File: config.mk
export PLATFORM = sky130hd
export DESIGN_NAME = improv_serial_frame_parser_core
export DESIGN_NICKNAME = d
export VERILOG_FILES = /design/src/isfp_pkg.sv /design/src/improv_serial_frame_parser_core.sv /design/src/isfp_front.sv /design/src/isfp_queue.sv /design/src/isfp_back.sv
export SDC_FILE = /design/constraint.sdc
export NUM_CORES = 1
export LEC_CHECK = 0
export BUFFER_PORTS_ARGS = -buffer_cell sky130_fd_sc_hd__buf_4
export CELL_PAD_IN_SITES_DETAIL_PLACEMENT = 2
export CELL_PAD_IN_SITES_GLOBAL_PLACEMENT = 2
export CORE_ASPECT_RATIO = 0.5
export CORE_MARGIN = 2
export CORE_UTILIZATION = 47
export CTS_BUF_LIST = sky130_fd_sc_hd__clkbuf_16
export DETAILED_ROUTE_END_ITERATION = 8
export PLACE_DENSITY_LB_ADDON = 0.12
export RECOVER_POWER = 100
export SLEW_MARGIN = 0
export SYNTH_ARGS = -nofsm -noshare
export SYNTH_HDL_FRONTEND = slang
export SYNTH_SLANG_ARGS = --single-unit
File: constraint.sdc
create_clock -name clk -period 10.55 [get_ports clk]
set_input_delay 2.11 -clock clk [delete_from_list [all_inputs] [get_ports clk]]
set_output_delay 2.11 -clock clk [all_outputs]
set_load 0.05 [all_outputs]
File: src/isfp_pkg.sv
// shared types, codes and constants of the improv serial frame parser
package isfp_pkg;

	localparam int unsigned POS_W = 9;
	localparam int unsigned BYTE_W = 8;
	localparam int unsigned VERDICT_W = 3;
	localparam int unsigned CFG_IDX_W = 2;
	localparam int unsigned OUT_DATA_W = 48;

	localparam logic [POS_W-1:0] POS_VERSION = 9'd6;
	localparam logic [POS_W-1:0] POS_TYPE = 9'd7;
	localparam logic [POS_W-1:0] POS_LENGTH = 9'd8;
	localparam logic [POS_W-1:0] POS_PAYLOAD = 9'd9;

	localparam logic [POS_W-1:0] IDX_COMMAND = 9'd0;
	localparam logic [POS_W-1:0] IDX_INNER = 9'd1;
	localparam logic [POS_W-1:0] IDX_FIRST_LEN = 9'd2;
	localparam logic [POS_W-1:0] FIRST_STR_OFS = 9'd3;

	localparam logic [VERDICT_W-1:0] V_MID = 3'd0;
	localparam logic [VERDICT_W-1:0] V_REJECT = 3'd1;
	localparam logic [VERDICT_W-1:0] V_RPC_OK = 3'd2;
	localparam logic [VERDICT_W-1:0] V_RPC_BAD = 3'd3;
	localparam logic [VERDICT_W-1:0] V_SUM_ERR = 3'd4;
	localparam logic [VERDICT_W-1:0] V_OTHER = 3'd5;

	localparam logic [CFG_IDX_W-1:0] CFG_VERSION = 2'd0;
	localparam logic [CFG_IDX_W-1:0] CFG_RPC_TYPE = 2'd1;
	localparam logic [CFG_IDX_W-1:0] CFG_WIFI_CMD = 2'd2;
	localparam logic [CFG_IDX_W-1:0] CFG_TRIGGER_CMD = 2'd3;

	localparam logic [BYTE_W-1:0] RST_VERSION = 8'd1;
	localparam logic [BYTE_W-1:0] RST_RPC_TYPE = 8'd3;
	localparam logic [BYTE_W-1:0] RST_WIFI_CMD = 8'd1;
	localparam logic [BYTE_W-1:0] RST_TRIGGER_CMD = 8'd2;

	typedef struct packed {
		logic [BYTE_W-1:0] version_code;
		logic [BYTE_W-1:0] rpc_type_code;
		logic [BYTE_W-1:0] wifi_command_code;
		logic [BYTE_W-1:0] trigger_command_code;
	} cfg_t;

	// one classified byte, with a snapshot of the frame state at the checksum
	typedef struct packed {
		logic              acc;
		logic [POS_W-1:0]  pos;
		logic              is_sum;
		logic [BYTE_W-1:0] kind;
		logic [BYTE_W-1:0] flen;
		logic [BYTE_W-1:0] cmd;
		logic [BYTE_W-1:0] inner;
		logic [BYTE_W-1:0] len1;
		logic [BYTE_W-1:0] len2;
		logic              have2;
	} rec_t;

	// "IMPROV"
	function automatic logic [BYTE_W-1:0] hdr_byte(input logic [2:0] idx);
		logic [BYTE_W-1:0] b;
		unique case (idx)
			3'd0: b = 8'h49;
			3'd1: b = 8'h4D;
			3'd2: b = 8'h50;
			3'd3: b = 8'h52;
			3'd4: b = 8'h4F;
			3'd5: b = 8'h56;
			default: b = 8'h00;
		endcase
		return b;
	endfunction

endpackage

File: src/improv_serial_frame_parser_core.sv
// top level of the improv serial frame parser
//
// s_* channel: one received serial byte per request in s_tdata[7:0].
// m_* channel: one result per input byte, with the byte's frame position,
// whether it was accepted, and at the checksum byte the frame verdict in
// m_tuser together with type, command and string lengths of the frame.
// cfg_*: registers written with cfg_we, index 0 version, 1 rpc type,
// 2 wifi command, 3 trigger command; write only while the block is idle.
// A taken byte's record passes a queue entry, then the output register.
// Throughput: one byte per cycle while s_tready is high; the front end
// checks and captures on acceptance; the back end judges on queue pop.
// A two-entry queue separates the two, so s_tready drops only when the
// queue holds two requests, i.e. after the receiver stalls m_tready.
// While m_tready is low the result on m_* holds.
// Reset clears the frame position, the running sum, the queue and the
// output valid, and loads the register defaults.
module improv_serial_frame_parser_core import isfp_pkg::*; (
	input  logic                  clk,
	input  logic                  arst_n,
	input  logic                  s_tvalid,
	output logic                  s_tready,
	input  logic [BYTE_W-1:0]     s_tdata,   // rx_byte
	output logic                  m_tvalid,
	input  logic                  m_tready,
	output logic [OUT_DATA_W-1:0] m_tdata,   // accepted, frame_position, frame_kind,
	                                         // command_code, first_length,
	                                         // second_length, has_second, zero fill
	output logic [VERDICT_W-1:0]  m_tuser,   // verdict
	input  logic                  cfg_we,
	input  logic [CFG_IDX_W-1:0]  cfg_index,
	input  logic [BYTE_W-1:0]     cfg_data
);

	cfg_t cfg_q;
	rec_t front_rec;
	rec_t back_rec;
	logic push;
	logic full;
	logic avail;
	logic pop;

	always_ff @(posedge clk or negedge arst_n) begin
		if (!arst_n) begin
			cfg_q.version_code <= RST_VERSION;
			cfg_q.rpc_type_code <= RST_RPC_TYPE;
			cfg_q.wifi_command_code <= RST_WIFI_CMD;
			cfg_q.trigger_command_code <= RST_TRIGGER_CMD;
		end else if (cfg_we) begin
			unique case (cfg_index)
				CFG_VERSION: cfg_q.version_code <= cfg_data;
				CFG_RPC_TYPE: cfg_q.rpc_type_code <= cfg_data;
				CFG_WIFI_CMD: cfg_q.wifi_command_code <= cfg_data;
				CFG_TRIGGER_CMD: cfg_q.trigger_command_code <= cfg_data;
				default: ;
			endcase
		end
	end

	assign s_tready = !full;
	assign push = s_tvalid && !full;

	isfp_front u_front (
		.clk          (clk),
		.arst_n       (arst_n),
		.push         (push),
		.rx_byte      (s_tdata),
		.version_code (cfg_q.version_code),
		.rec          (front_rec)
	);

	isfp_queue u_queue (
		.clk      (clk),
		.arst_n   (arst_n),
		.push     (push),
		.push_rec (front_rec),
		.full     (full),
		.pop      (pop),
		.avail    (avail),
		.pop_rec  (back_rec)
	);

	isfp_back u_back (
		.clk      (clk),
		.arst_n   (arst_n),
		.cfg      (cfg_q),
		.avail    (avail),
		.rec      (back_rec),
		.pop      (pop),
		.m_tvalid (m_tvalid),
		.m_tready (m_tready),
		.m_tdata  (m_tdata),
		.m_tuser  (m_tuser)
	);

endmodule

File: src/isfp_front.sv
// front end: position tracking, header and checksum checks, payload capture
module isfp_front import isfp_pkg::*; (
	input  logic              clk,
	input  logic              arst_n,
	input  logic              push,
	input  logic [BYTE_W-1:0] rx_byte,
	input  logic [BYTE_W-1:0] version_code,
	output rec_t              rec
);

	logic [POS_W-1:0]  pos_q;
	logic [BYTE_W-1:0] sum_q;
	logic              have2_q;
	logic [BYTE_W-1:0] kind_q;
	logic [BYTE_W-1:0] flen_q;
	logic [BYTE_W-1:0] cmd_q;
	logic [BYTE_W-1:0] inner_q;
	logic [BYTE_W-1:0] len1_q;
	logic [BYTE_W-1:0] len2_q;

	logic [POS_W-1:0] last;
	logic [POS_W-1:0] idx;
	logic             in_payload;
	logic             is_sum;
	logic             acc;
	logic             restart;

	assign last = POS_PAYLOAD + {1'b0, flen_q};
	assign idx = pos_q - POS_PAYLOAD;
	assign in_payload = (pos_q >= POS_PAYLOAD) && (pos_q < last);
	assign is_sum = (pos_q >= POS_PAYLOAD) && !(pos_q < last);

	always_comb begin
		if (pos_q < POS_VERSION) begin
			acc = (rx_byte == hdr_byte(pos_q[2:0]));
		end else if (pos_q == POS_VERSION) begin
			acc = (rx_byte == version_code);
		end else if (is_sum) begin
			acc = (rx_byte == sum_q);
		end else begin
			acc = 1'b1;
		end
	end

	assign restart = !acc || is_sum;

	always_comb begin
		rec.acc = acc;
		rec.pos = pos_q;
		rec.is_sum = is_sum;
		rec.kind = kind_q;
		rec.flen = flen_q;
		rec.cmd = cmd_q;
		rec.inner = inner_q;
		rec.len1 = len1_q;
		rec.len2 = len2_q;
		rec.have2 = have2_q;
	end

	always_ff @(posedge clk or negedge arst_n) begin
		if (!arst_n) begin
			pos_q <= '0;
			sum_q <= '0;
			have2_q <= 1'b0;
			kind_q <= '0;
			flen_q <= '0;
			cmd_q <= '0;
			inner_q <= '0;
			len1_q <= '0;
			len2_q <= '0;
		end else if (push) begin
			if (restart) begin
				pos_q <= '0;
				sum_q <= '0;
				have2_q <= 1'b0;
			end else begin
				pos_q <= pos_q + 9'd1;
				sum_q <= sum_q + rx_byte;
			end
			if (pos_q == POS_TYPE) begin
				kind_q <= rx_byte;
			end
			if (pos_q == POS_LENGTH) begin
				flen_q <= rx_byte;
			end
			if (in_payload) begin
				if (idx == IDX_COMMAND) begin
					cmd_q <= rx_byte;
				end else if (idx == IDX_INNER) begin
					inner_q <= rx_byte;
				end else if (idx == IDX_FIRST_LEN) begin
					len1_q <= rx_byte;
				end else if ((idx == FIRST_STR_OFS + {1'b0, len1_q}) && !have2_q) begin
					len2_q <= rx_byte;
					have2_q <= 1'b1;
				end
			end
		end
	end

endmodule

File: src/isfp_queue.sv
// two-entry queue between front end and back end
module isfp_queue import isfp_pkg::*; (
	input  logic clk,
	input  logic arst_n,
	input  logic push,
	input  rec_t push_rec,
	output logic full,
	input  logic pop,
	output logic avail,
	output rec_t pop_rec
);

	rec_t       mem_q [2];
	logic       wr_q;
	logic       rd_q;
	logic [1:0] cnt_q;

	assign full = (cnt_q == 2'd2);
	assign avail = (cnt_q != 2'd0);
	assign pop_rec = mem_q[rd_q];

	always_ff @(posedge clk) begin
		if (push) begin
			mem_q[wr_q] <= push_rec;
		end
	end

	always_ff @(posedge clk or negedge arst_n) begin
		if (!arst_n) begin
			wr_q <= 1'b0;
			rd_q <= 1'b0;
			cnt_q <= '0;
		end else begin
			if (push) begin
				wr_q <= !wr_q;
			end
			if (pop) begin
				rd_q <= !rd_q;
			end
			if (push && !pop) begin
				cnt_q <= cnt_q + 2'd1;
			end else if (pop && !push) begin
				cnt_q <= cnt_q - 2'd1;
			end
		end
	end

endmodule

File: src/isfp_back.sv
// back end: frame verdict, rpc payload judgment and output register
module isfp_back import isfp_pkg::*; (
	input  logic                  clk,
	input  logic                  arst_n,
	input  cfg_t                  cfg,
	input  logic                  avail,
	input  rec_t                  rec,
	output logic                  pop,
	output logic                  m_tvalid,
	input  logic                  m_tready,
	output logic [OUT_DATA_W-1:0] m_tdata,
	output logic [VERDICT_W-1:0]  m_tuser
);

	logic                  vld_q;
	logic [OUT_DATA_W-1:0] data_q;
	logic [VERDICT_W-1:0]  verdict_q;

	logic [VERDICT_W-1:0] verdict;
	logic [VERDICT_W-1:0] judge;
	logic                 two;
	logic                 is_wifi;
	logic                 is_trig;
	logic [POS_W-1:0]     len;
	logic [POS_W-1:0]     fe;
	logic [POS_W:0]       se;
	logic [BYTE_W-1:0]    kind_o;
	logic [BYTE_W-1:0]    cmd_o;
	logic [BYTE_W-1:0]    len1_o;
	logic [BYTE_W-1:0]    len2_o;
	logic                 two_o;

	assign pop = avail && (!vld_q || m_tready);
	assign is_wifi = (rec.cmd == cfg.wifi_command_code);
	assign is_trig = (rec.cmd == cfg.trigger_command_code);
	assign len = {1'b0, rec.flen};
	assign fe = FIRST_STR_OFS + {1'b0, rec.len1};
	assign se = {1'b0, fe} + 10'd1 + {2'b00, rec.len2};

	// rpc payload judgment
	always_comb begin
		two = 1'b0;
		if (len < 9'd2) begin
			judge = V_RPC_BAD;
		end else if ({1'b0, rec.inner} != len - 9'd2) begin
			judge = V_RPC_BAD;
		end else if (!is_wifi && !is_trig) begin
			judge = V_RPC_OK;
		end else if (len < 9'd3) begin
			judge = V_RPC_BAD;
		end else if ((fe > len) || (is_wifi && (fe >= len))) begin
			judge = V_RPC_BAD;
		end else if (fe == len) begin
			judge = V_RPC_OK;
		end else if (!rec.have2) begin
			judge = V_RPC_BAD;
		end else if (se != {1'b0, len}) begin
			judge = V_RPC_BAD;
		end else begin
			judge = V_RPC_OK;
			two = 1'b1;
		end
	end

	always_comb begin
		kind_o = '0;
		cmd_o = '0;
		len1_o = '0;
		len2_o = '0;
		two_o = 1'b0;
		if (!rec.is_sum) begin
			verdict = rec.acc ? V_MID : V_REJECT;
		end else begin
			kind_o = rec.kind;
			if (!rec.acc) begin
				verdict = V_SUM_ERR;
			end else if (rec.kind != cfg.rpc_type_code) begin
				verdict = V_OTHER;
			end else begin
				verdict = judge;
				if (judge == V_RPC_OK) begin
					cmd_o = rec.cmd;
					len1_o = (is_wifi || is_trig) ? rec.len1 : '0;
					if (two) begin
						len2_o = rec.len2;
						two_o = 1'b1;
					end
				end
			end
		end
	end

	always_ff @(posedge clk or negedge arst_n) begin
		if (!arst_n) begin
			vld_q <= 1'b0;
		end else if (!vld_q || m_tready) begin
			vld_q <= avail;
		end
	end

	always_ff @(posedge clk) begin
		if (pop) begin
			data_q <= {5'd0, two_o, len2_o, len1_o, cmd_o, kind_o, rec.pos, rec.acc};
			verdict_q <= verdict;
		end
	end

	assign m_tvalid = vld_q;
	assign m_tdata = data_q;
	assign m_tuser = verdict_q;

endmodule

=== After elaboration in Yosys (flattened, before gate mapping) ===
Memories as Yosys holds them, arrays and structs flattened.
Cells that the tools add are included.

* Reductions and logical operators: 42
* Magnitude comparators: 7
* Equality and inequality tests: 25
* Muxes and demuxes: 38
* Bitwise operators: 8
* Add/sub/neg operators: 11

{| class="wikitable"
|+ Operator list
! kind !! number
|-
| $pmux W7 S6 || 1
|-
| $eq A8 B8 Y1 || 5
|-
| $mux W3 || 10
|-
| $mux W1 || 22
|-
| $add A2 B8 Y9 const A || 2
|-
| $eq A9 B3 Y1 const B || 2
|-
| $lt A8 B2 Y1 const B || 2
|-
| $mux W8 || 2
|-
| $reduce_and A2 Y1 || 6
|-
| $logic_not A1 Y1 || 11
|-
| $add A10 B8 Y10 || 1
|-
| $add A9 B1 Y10 const B || 1
|-
| $ne A10 B8 Y1 || 1
|-
| $reduce_or A5 Y1 || 2
|-
| $add A4 B8 Y9 const A || 1
|-
| $add A9 B1 Y9 const B || 1
|-
| $eq A3 B2 Y1 const B || 3
|-
| $eq A9 B1 Y1 const B || 1
|-
| $eq A9 B2 Y1 const B || 1
|-
| $eq A9 B4 Y1 const B || 1
|-
| $eq A9 B8 Y1 || 1
|-
| $eq A9 B9 Y1 || 1
|-
| $ge A9 B4 Y1 const B || 1
|-
| $ge A9 B8 Y1 || 1
|-
| other kinds (28) || 51
|}

* Memories: 1
* Bits in writable memories: 120
* Output and inout port bits: 53
* Input bits: 23
* Flip-flop bits (word level): 149
* Word-level logic and storage cells: 155

{| class="wikitable"
|+ Memories
! memory !! depth !! width !! read ports !! clocked after memory_dff !! write ports !! line !! text
|-
| u_queue.mem_q || 2 || 60 || 1 || 0 || 1 || isfp_queue.sv:13 || <nowiki>rec_t mem_q [2];</nowiki>
|}

=== Logic depth before layout (Yosys ltp) ===
Gate-level depths: netlist of the first run.
An unclocked memory read counts as a cell.

* Depth after elaboration: 16
* Mapped depth: 19
* Mapped depth without buffers: 15

=== By module ===
From an unflattened synthesis of the first run, not the netlist that was laid out.

* Cell total of the unflattened synthesis: 963
* Area total of the unflattened synthesis: 13,396.6 µm²

{| class="wikitable"
|+ Modules (own cells, without submodules)
! module !! instances !! seq. area each (µm²) !! cells an instance !! area each (µm²)
|-
| isfp_queue || 1 || 3,703.6 || 203 || 4,820.9
|-
| isfp_front || 1 || 1,651.6 || 397 || 4,200.3
|-
| isfp_back || 1 || 1,406.3 || 293 || 3,146.8
|-
| improv_serial_frame_parser_core || 1 || 807.0 || 70 || 1,228.7
|}

=== Worst setup path after synthesis of the first run ===
Ideal clock, no wire load.

* Kind: input to register
* From: input port s_tvalid
* To: memory u_queue.mem_q[0][0] (netlist bit), enable pin
* Library setup time: 478 ps
* Arrival time: 5,267 ps
* Required time: 10,072 ps
* Stages: 4
* Path buffers: 2
* Path slack: 4,804 ps
* Path through: nand2_1 clkbuf_1 clkbuf_1 nor2_1

* Longest elaborated chain between the ends: 3

{| class="wikitable"
|+ RTL lines
! what !! line !! text
|-
| from (decl) || improv_serial_frame_parser_core.sv:20 || <nowiki>input logic s_tvalid,</nowiki>
|-
| $logic_and A1 B1 Y1 || improv_serial_frame_parser_core.sv:60 || <nowiki>assign push = s_tvalid && !full;</nowiki>
|-
| $mux W1 || isfp_queue.sv:23 || <nowiki>if (push) begin</nowiki>
|-
| $mux W1 (not written as such) || isfp_queue.sv:24 || <nowiki>mem_q[wr_q] <= push_rec;</nowiki>
|-
| to (decl) || isfp_queue.sv:13 ||
|}

No other way between the ends.

=== Worst setup path in the final report of the first run ===
* From: register u_queue.rd_q
* To: register u_back.data_q[38] (netlist: u_back.m_tdata[38]), data pin

* Longest elaborated chain between the ends: 16
* Elaborated cells on any way between the ends: 42
* Those cells by class: add/sub: 4; order compare: 4; eq/ne: 7; mux: 16; bitwise: 4; reduce/logical: 6; memory: 1

{| class="wikitable"
|+ RTL lines
! what !! line !! text
|-
| from (decl) || isfp_queue.sv:15 || <nowiki>logic rd_q;</nowiki>
|-
| from (signal assigned) || isfp_queue.sv:38 || <nowiki>rd_q <= !rd_q;</nowiki>
|-
| $mem_v2 Z2 W60 (*) || n/a ||
|-
| $add A2 B8 Y9 || isfp_back.sv:37 || <nowiki>assign fe = FIRST_STR_OFS + {1'b0, rec.len1};</nowiki>
|-
| $add A9 B1 Y10 || isfp_back.sv:38 || <nowiki>assign se = {1'b0, fe} + 10'd1 + {2'b00, rec.len2};</nowiki>
|-
| $add A10 B8 Y10 || isfp_back.sv:38 ||
|-
| $ne A10 B8 Y1 || isfp_back.sv:57 || <nowiki>end else if (se != {1'b0, len}) begin</nowiki>
|-
| $mux W1 || isfp_back.sv:57 ||
|-
| $mux W3 || isfp_back.sv:55 || <nowiki>end else if (!rec.have2) begin</nowiki>
|-
| $mux W3 || isfp_back.sv:53 || <nowiki>end else if (fe == len) begin</nowiki>
|-
| $mux W3 || isfp_back.sv:51 || <nowiki>end else if ((fe > len) || (is_wifi && (fe >= len))) begin</nowiki>
|-
| $mux W3 || isfp_back.sv:49 || <nowiki>end else if (len < 9'd3) begin</nowiki>
|-
| $mux W3 || isfp_back.sv:47 || <nowiki>end else if (!is_wifi && !is_trig) begin</nowiki>
|-
| $mux W3 || isfp_back.sv:45 || <nowiki>end else if ({1'b0, rec.inner} != len - 9'd2) begin</nowiki>
|-
| $mux W3 || isfp_back.sv:43 || <nowiki>if (len < 9'd2) begin</nowiki>
|-
| $eq A3 B2 Y1 || isfp_back.sv:81 || <nowiki>if (judge == V_RPC_OK) begin</nowiki>
|-
| $not A1 Y1 (no line) || n/a ||
|-
| $reduce_or A5 Y1 (no line) || n/a ||
|-
| to (signal assigned) || isfp_back.sv:103 || <nowiki>data_q <= {5'd0, two_o, len2_o, len1_o, cmd_o, kind_o, rec.pos, rec.acc};</nowiki>
|-
| to (decl) || isfp_back.sv:16 || <nowiki>logic [OUT_DATA_W-1:0] data_q;</nowiki>
|}

Every way passes the cells marked *; elsewhere a longest branch is shown, timed or not.
A chain may end at the register's enable or synchronous reset.

==> implementation parameters, run 1 <==
Parameter                              Value

Run status
  Result of the run ... complete, but fails checks
  Failing checks ... capacitance limit, slew limit

Timing
  Worst slew slack as a fraction of its limit ... -1.594
  Final critical-path setup slack ... roughly 3.4 ns
  Transition at the pin with the smallest max-transition slack ... 3.891 ns
  Number of pins exceeding their max-slew limit in the final report ... ~260
  Total negative setup slack ... 0 ns
  RSZ-0062 raised after global routing ... no
  Setup-failing EPs final ... 0
  Clock tree skew after final layout ... between 0.015 and 0.02 ns
  Share of the clock period used by the worst path after layout ... 0.6804
  Shortest period the worst path allows ... between 7 and 8 ns
  Highest achievable clock rate ... 139.3 MHz
  Hold Violations, Final ... 0

Clocking
  Worst-Skew Late Latency ... about 0.55 ns
  Clk slew on worst S/H paths ... 0.07 ns
  Clock Path Buffers ... 3
  Clock net sink count ... between 200 and 300
  Setup Buffers After CTS ... 0
  Clock tree from TritonCTS ... yes
  CTS root buf ... sky130_fd_sc_hd__clkbuf_16
  CTS H-tree depth ... 1
  Hold Buf Count CTS ... 0
  PostCTS Resize Cnt ... 0
  Number of buffers created by CTS ... 26

Routing
  Pre-Repair DR Iteration Count ... 5
  DR iter-0 viols ... about 470
  Total via count after detailed routing ... between 8k and 9k
  Remaining antenna violation count after routing ... 0
  Total Routed Length ... just under 40000 microns
  Number of remaining DRC errors ... 0
  DR WL/cell ... approximately 27 microns
  Average via count per standard cell ... between 5 and 6

Final layout
  Final cell area excluding filler cells ... 0.01452 sq mm
  Antenna cell count ... 0
  Fillers ... roughly 2.6k
  Number of non-filler instances in the completed layout ... ~1.4k
  Count of nets after finishing ... around 1.1k
  Synthesis-to-layout area growth ... 10.96%
  Proportion of layout cells with a drive suffix above 1 ... 0.1560

Critical path
  Worst Setup Path Type ... reg2reg
  Sum of buffers and inverters on the critical path ... 1
  Arrival @ worst endpoint ... about 7.5 ns
  Capturing point of the worst reg2reg path ... u_back.m_tdata[38]
  Worst stage delay on the critical path ... roughly 2.8 ns
  Worst path most repeated cell ... sky130_fd_sc_hd__nor4_1
  Logic depth of the worst path, buffers included ... 8
  Crit Path Max Fanout ... between 50 and 60
  Master of the slowest instance on the critical path ... sky130_fd_sc_hd__clkbuf_1
  Startpoint of the worst setup timing path ... u_queue.rd_q
  FF-to-FF setup slack ... roughly 3.4 ns
  Required time of the critical path ... 10.88 ns
  Category of the worst setup path capture point ... register
  Critical register-to-register path startpoint ... u_queue.rd_q
  Startpoint kind of the worst setup timing path ... register
  Sequence of cells on the critical path ... clkbuf_1 > mux2i_1 > xnor2_1 > nor4_1 > o211ai_2 > nor4_1 > nand4_4 > nor4b_1
  Crit path capture ... u_back.m_tdata[38]
  Kind of cell with the highest combined delay on the critical path ... buffers and inverters
  Cell count of the worst reg-to-reg path ... 8

Placement
  Detailed Place HPWL ... about 26000 microns
  Post-placement cell count ... between 1k and 1.5k
  Routability Congestion ... about 0.85
  Placed inst area ... ~0.014 sq mm
  IO Port Bufs ... 70
  Placement Setup Slack ... 6.046 ns

Yosys
  Area share of the largest cell type after synthesis ... 0.3810
  Dominant cells by area after synthesis ... sky130_fd_sc_hd__edfxtp_1 (38%), sky130_fd_sc_hd__dfrtp_1 (19%), sky130_fd_sc_hd__mux2_2 (8.0%)
  Syn Area/Cell ... about 14 sq um
  Distinct cell type count after synthesis ... between 70 and 80
  Mapped Area ... 0.01309 sq mm
  Sequential area share after synthesis ... 0.5784
  Count of synthesis-stage warnings from yosys ... 0
  Leading register cell type out of synthesis ... sky130_fd_sc_hd__edfxtp_1
  Post-synthesis sequential element count ... roughly 270
  Gate count after technology mapping ... 960
  Number of enable flip-flop cells after synthesis ... ~170
  Async set or reset register ratio after synthesis ... 0.3829
  Cell type with the highest aggregate area in the netlist ... sky130_fd_sc_hd__edfxtp_1

Pwr
  Power Density ... approximately 300 mW/mm^2
  Overall power of the completed layout ... 4.238 mW
  Leakage Power ... approximately 5.6 nW
  Worst voltage drop across the vdd grid ... 0.0001798 V

Global route
  Initial antenna violation count ... 2
  Met1 usage in global routing ... 0.3742
  First-pass GRT wire length ... about 59000 microns
  Grt peak-use layer ... met2
  Global routing met2 resource utilization ... 0.4565
  Global-route total usage across every layer ... 0.2767
  Pin count of the biggest net entering global routing ... 75
  Vias in the first global route ... a little over 9k
  Met3 global-route usage ... 0.05937
  Total gr overflow ... 0

Floorplan
  Number of top-level pins ... 76
  Placeable core region ... 0.02755 sq mm
  Die area ... just under 0.03 sq mm
  Initial Utilization ... 0.4750
  Die W ... 240.0 microns
  Std cell rows ... 43
  Height of the die ... 122.0 microns

Hold path
  Hold crit path type ... reg2reg
  Hold-critical path depth ... 0

Job
  Max capacitance violation total ... 6
-- cells in the mapped netlist (all sizes together), types with 22 or more instances --
library cell	number
edfxtp	166
dfrtp	98
mux2	97
xnor2	75
ha	45
nand2	43
mux2i	41
nor2	39
xor2	33
a21oi	32
nor3	26
nor4	25
o21ai	22
-- cells in the final DEF (no fill, tap or decap), types with 6 or more instances in the layout --
cell and instances:
sky130_fd_sc_hd__mux2_1 18, sky130_fd_sc_hd__clkinv_1 7, sky130_fd_sc_hd__ha_1 45, sky130_fd_sc_hd__mux2i_1 37, sky130_fd_sc_hd__dfrtp_1 97, sky130_fd_sc_hd__nand2_1 43
sky130_fd_sc_hd__nor2b_1 9, sky130_fd_sc_hd__nor2_1 39, sky130_fd_sc_hd__xor2_1 33, sky130_fd_sc_hd__nor4_1 20, sky130_fd_sc_hd__nand3b_1 9, sky130_fd_sc_hd__inv_1 23
sky130_fd_sc_hd__nand4_1 9, sky130_fd_sc_hd__nor3_1 26, sky130_fd_sc_hd__clkbuf_1 57, sky130_fd_sc_hd__mux2_2 79, sky130_fd_sc_hd__edfxtp_1 166, sky130_fd_sc_hd__or3_1 6
sky130_fd_sc_hd__a21oi_1 32, sky130_fd_sc_hd__o21ai_0 22, sky130_fd_sc_hd__o21a_1 6, sky130_fd_sc_hd__xnor2_1 75, sky130_fd_sc_hd__o31ai_1 8, sky130_fd_sc_hd__nor4b_1 8
sky130_fd_sc_hd__buf_4 17, sky130_fd_sc_hd__clkbuf_16 28, sky130_fd_sc_hd__nand3_1 14, sky130_fd_sc_hd__and3_1 7
-- area by class of cell --
class | instances | area (sq um) | area share
clock buffers | 28 | 700.7 | 0.04826
clock inverters | 20 | 186.4 | 0.01284
inverters | 20 | 75.07 | 0.005171
multi-input cells | 638 | 5150 | 0.3547
flip-flops and latches | 269 | 7572 | 0.5215
well taps | 382 | 478.0 | 0.03292
repair buffers | 76 | 356.6 | 0.02456
-- worst min-delay path by stage --
stage                                 endpoint                from  slack (ns)
after floorplan           u_queue.mem_q[0][17]  u_front.inner_q[0]        0.44
after global placement    u_queue.mem_q[1][24]  u_front.inner_q[7]        0.44
after detailed placement  u_queue.mem_q[0][42]   u_front.kind_q[1]        0.46
after CTS                 u_queue.mem_q[0][44]   u_front.kind_q[3]        0.48
after global routing      u_queue.mem_q[1][44]   u_front.kind_q[3]        0.49
final                     u_queue.mem_q[0][44]   u_front.kind_q[3]        0.48
-- cell families after synthesis --
kind of cell    after synthesis  share of synthesized area
xor+xnor                    108                    0.07229
mux                         138                     0.1167
simple gates                218                    0.09954
compound gates              122                    0.06521
fa+ha+maj                    47                    0.04609
buf+inv                      57                    0.02151
other cells                   1                  0.0002866
flops                       269                     0.5784
-- registers in the layout, summed over array words and instances (netlist names), 2 cells and up --
| register | flops |
|---|---|
| u_front.sum_q | 8 |
| u_front.cmd_q | 8 |
| cfg_q | 32 |
| u_front.len2_q | 8 |
| u_queue.mem_q | 120 |
| u_front.flen_q | 8 |
| u_front.inner_q | 8 |
| u_front.len1_q | 8 |
| u_back.m_tdata | 43 |
| u_back.m_tuser | 3 |
| u_front.kind_q | 8 |
| u_queue.cnt_q | 2 |
| u_front.pos_q | 9 |
-- power by group --
group | switching (mW) | internal, mW
clock network | 0.430 | 0.557
registers | 0.129 | 1.41
logic | 1.17 | 0.544
total | 1.73 | 2.51
-- stage by stage --
step | util | hold WS (ns)
after floorplan | - | 0.4366
after global placement | 0.5066 | 0.4444
after detailed placement | 0.5066 | 0.4613
after CTS | 0.5388 | 0.4788
after global routing | 0.5271 | 0.4932
final | 0.5271 | 0.4773
-- routing by layer --
layer  vias up  part of all wire
li1       3706                 -
met1      4368              0.44
met2       253              0.47
met3        75             0.057
met4         2             0.025
met5         -           0.00033
No activity file was read; power rests on OpenSTA's default activity.
==> inputs of run 2 (changes only) <==
--- a/config.mk
+++ b/config.mk
@@ -10,7 +10,7 @@
 export CELL_PAD_IN_SITES_GLOBAL_PLACEMENT = 2
 export CORE_ASPECT_RATIO = 0.5
 export CORE_MARGIN = 2
-export CORE_UTILIZATION = 47
+export CORE_UTILIZATION = 39
 export CTS_BUF_LIST = sky130_fd_sc_hd__clkbuf_16
 export DETAILED_ROUTE_END_ITERATION = 8
 export PLACE_DENSITY_LB_ADDON = 0.12
==> constraint.sdc (replaced) <==
create_clock -name clk -period 6.3 [get_ports clk]
set_input_delay 1.26 -clock clk [delete_from_list [all_inputs] [get_ports clk]]
set_output_delay 1.26 -clock clk [all_outputs]
set_load 0.05 [all_outputs]
==> run 2 against run 1 <==
Against the previous run:
- global-route usage fell by 6.0 points
- largest power group unchanged
- via count fell by 2.9%
- first-iteration DRC count rose by 4.0%
- critical path depth did not move
- the flow still finishes with violations (capacitance limit, slew limit)
- sequential power rose by 67%
- sequential cell count did not move
- non-clock buffer count rose by 2
- wire length fell by 5.2%
- worst hold slack got worse by 0.0090 ns
- critical endpoint is now u_back.m_tdata[36]
- setup slack got worse by 2.5 ns
- clock-buffer cell count fell by 1
==> implementation parameters, run 2 (synthesized netlist as in run 1, its figures left out) <==
Parameter                              Value

Clocking
  PostCTS Resize Cnt ... 0
  Clock net sink count ... approximately 270
  Setup Buffers After CTS ... 0
  Clock tree from TritonCTS ... yes
  Hold Buf Count CTS ... 0
  Worst-Skew Late Latency ... about 0.55 ns
  Clock Path Buffers ... 3
  Clk slew on worst S/H paths ... about 0.06 ns
  Number of buffers created by CTS ... 27
  CTS H-tree depth ... 1
  CTS root buf ... sky130_fd_sc_hd__clkbuf_16

Floorplan
  Std cell rows ... between 40 and 50
  Initial Utilization ... 0.3959
  Die W ... between 200 and 300 microns
  Placeable core region ... between 0.03 and 0.04 sq mm
  Height of the die ... 133.5 microns
  Number of top-level pins ... 76
  Die area ... ~0.035 sq mm

Routing
  Remaining antenna violation count after routing ... 0
  Total via count after detailed routing ... 8164
  Average via count per standard cell ... around 5.5
  Pre-Repair DR Iteration Count ... 4
  Number of remaining DRC errors ... 0
  DR iter-0 viols ... 490
  DR WL/cell ... approximately 25 microns
  Total Routed Length ... 37190 microns

Timing
  Share of the clock period used by the worst path after layout ... 0.8545
  Shortest period the worst path allows ... 5.383 ns
  Transition at the pin with the smallest max-transition slack ... between 3 and 4 ns
  Hold Violations, Final ... 0
  Highest achievable clock rate ... approximately 190 MHz
  Worst slew slack as a fraction of its limit ... -1.576
  Setup-failing EPs final ... 0
  Final-layout worst hold slack ... between 0.4 and 0.5 ns
  RSZ-0062 raised after global routing ... no
  Final critical-path setup slack ... between 0.9 and 1 ns
  Clock tree skew after final layout ... roughly 0.015 ns
  Total negative setup slack ... 0 ns
  Number of pins exceeding their max-slew limit in the final report ... approximately 250

Final layout
  Proportion of layout cells with a drive suffix above 1 ... 0.1662
  Register with the highest flop count ... u_queue.mem_q
  Synthesis-to-layout area growth ... 11.38%
  Count of nets after finishing ... 1104
  Antenna cell count ... 0
  Number of non-filler instances in the completed layout ... 1494
  Most used cells in the layout excluding fill and tap cells ... sky130_fd_sc_hd__edfxtp_1 (166), sky130_fd_sc_hd__dfrtp_1 (97), sky130_fd_sc_hd__mux2_2 (85), sky130_fd_sc_hd__xnor2_1 (75), sky130_fd_sc_hd__clkbuf_1 (55)
  Most common library cell in the layout ignoring fill and taps ... sky130_fd_sc_hd__edfxtp_1
  Number of flip-flops in the largest register ... 120

Critical path
  Startpoint kind of the worst setup timing path ... register
  Required time of the critical path ... between 6 and 7 ns
  Category of the worst setup path capture point ... register
  Crit Path Max Fanout ... 44
  Arrival @ worst endpoint ... around 5.7 ns
  Worst Setup Path Type ... reg2reg

Global route
  First-pass GRT wire length ... 57370 microns
  Initial antenna violation count ... 5
  Vias in the first global route ... 8986
  Global-route total usage across every layer ... 0.2168
  Total gr overflow ... 0
  Pin count of the biggest net entering global routing ... 61

Pwr
  Switch Pwr ... roughly 2.8 mW
  Worst voltage drop across the vdd grid ... between 0.0002 and 0.00025 V
  Power Density ... 474.4 mW/mm^2
  Switching share of power ... 0.4058
  Portion of total power attributed to combinational logic ... 0.402
  Sequential group share of total power ... 0.372
  Leakage Power ... ~5.6 nW
  Design internal power ... 4.108 mW
  Overall power of the completed layout ... between 6 and 7 mW
  Share of total power in the clock network ... 0.225

Placement
  Routability Congestion ... 0.7946
  Placement Setup Slack ... approximately 1.5 ns
  IO Port Bufs ... 70
  Post-placement cell count ... roughly 1.4k
  Detailed Place HPWL ... roughly 26000 microns

Run status
  Failing checks ... capacitance limit, slew limit
  Result of the run ... complete, but fails checks

Job
  Max capacitance violation total ... 7

Hold path
  Hold crit path type ... reg2reg
## run 2: cell types whose count changed in the layout (fill, tap and decap cells not counted), moves of 3 or more
cell / previous run / this run
sky130_fd_sc_hd__mux2_1: 18 / 12
sky130_fd_sc_hd__mux2_2: 79 / 85
sky130_fd_sc_hd__buf_4: 17 / 21
sky130_fd_sc_hd__nor4_1: 20 / 16
sky130_fd_sc_hd__inv_1: 23 / 26
sky130_fd_sc_hd__nor4_2: 4 / 7
## run 2: metal layers
| layer | GRT usage | routed length [microns] | up-vias |
|---|---|---|---|
| li1 | - | - | 3720 |
| met1 | 0.3271 | 19060 | 4277 |
| met2 | 0.3376 | 16350 | 138 |
| met3 | 0.03457 | 1389 | 29 |
| met4 | 0.02762 | 385 | 0 |
| met5 | 0 | 0 | - |
## run 2: critical path, stage by stage, from the launching register on
cell                       delay (ns)
sky130_fd_sc_hd__dfrtp_4         0.70
sky130_fd_sc_hd__buf_4           0.73
sky130_fd_sc_hd__mux2i_1         0.62
sky130_fd_sc_hd__xnor2_1         0.18
sky130_fd_sc_hd__nor4_1          0.85
sky130_fd_sc_hd__o211ai_2        0.23
sky130_fd_sc_hd__nor4_4          0.37
sky130_fd_sc_hd__nand4_1         0.80
sky130_fd_sc_hd__nor4b_1         0.61
## run 2: final timing paths
check                                    from  depth (start not counted)  slack [ns]                    to
hold reg to reg            u_front.inner_q[4]                          0        0.47  u_queue.mem_q[1][21]
max in group asynchronous              arst_n                          2        1.47          u_queue.rd_q
min in group asynchronous              arst_n                          1        1.98     u_front.len1_q[3]
setup reg to reg                 u_queue.rd_q                          8        0.92    u_back.m_tdata[36]
setup / recovery                 u_queue.rd_q                          8        0.92    u_back.m_tdata[36]
hold / removal             u_front.inner_q[4]                          0        0.47  u_queue.mem_q[1][21]
## run 2: through the flow
stage          instance area (sq um)    util
2_1_floorplan                  13100       -
3_3_place_gp                   14040  0.4249
3_5_place_dp                   14040  0.4249
4_1_cts                        14870  0.4500
5_1_grt                        14570  0.4410
6_report                       14570  0.4410
## run 2: layout make-up
class	count	area [sq um]
Tap cell	441	551.8
Timing Repair Buffer	78	376.6
Fill cell	3316	18480
Multi-Input combinational cell	638	5169
Clock inverter	21	153.9
Clock buffer	27	675.6
Inverter	20	75.07
Sequential cell	269	7572
## run 2: power by group through the flow
stage | Combinational, mW | Sequential (mW) | Clock, mW
3_3_place_gp | 2.87 | 2.57 | 0
6_report | 2.78 | 2.57 | 1.56
5_1_grt | 3.03 | 2.62 | 1.66
3_5_place_dp | 2.92 | 2.59 | 0
4_1_cts | 2.95 | 2.56 | 1.59
2_1_floorplan | 1.72 | 2.91 | 0
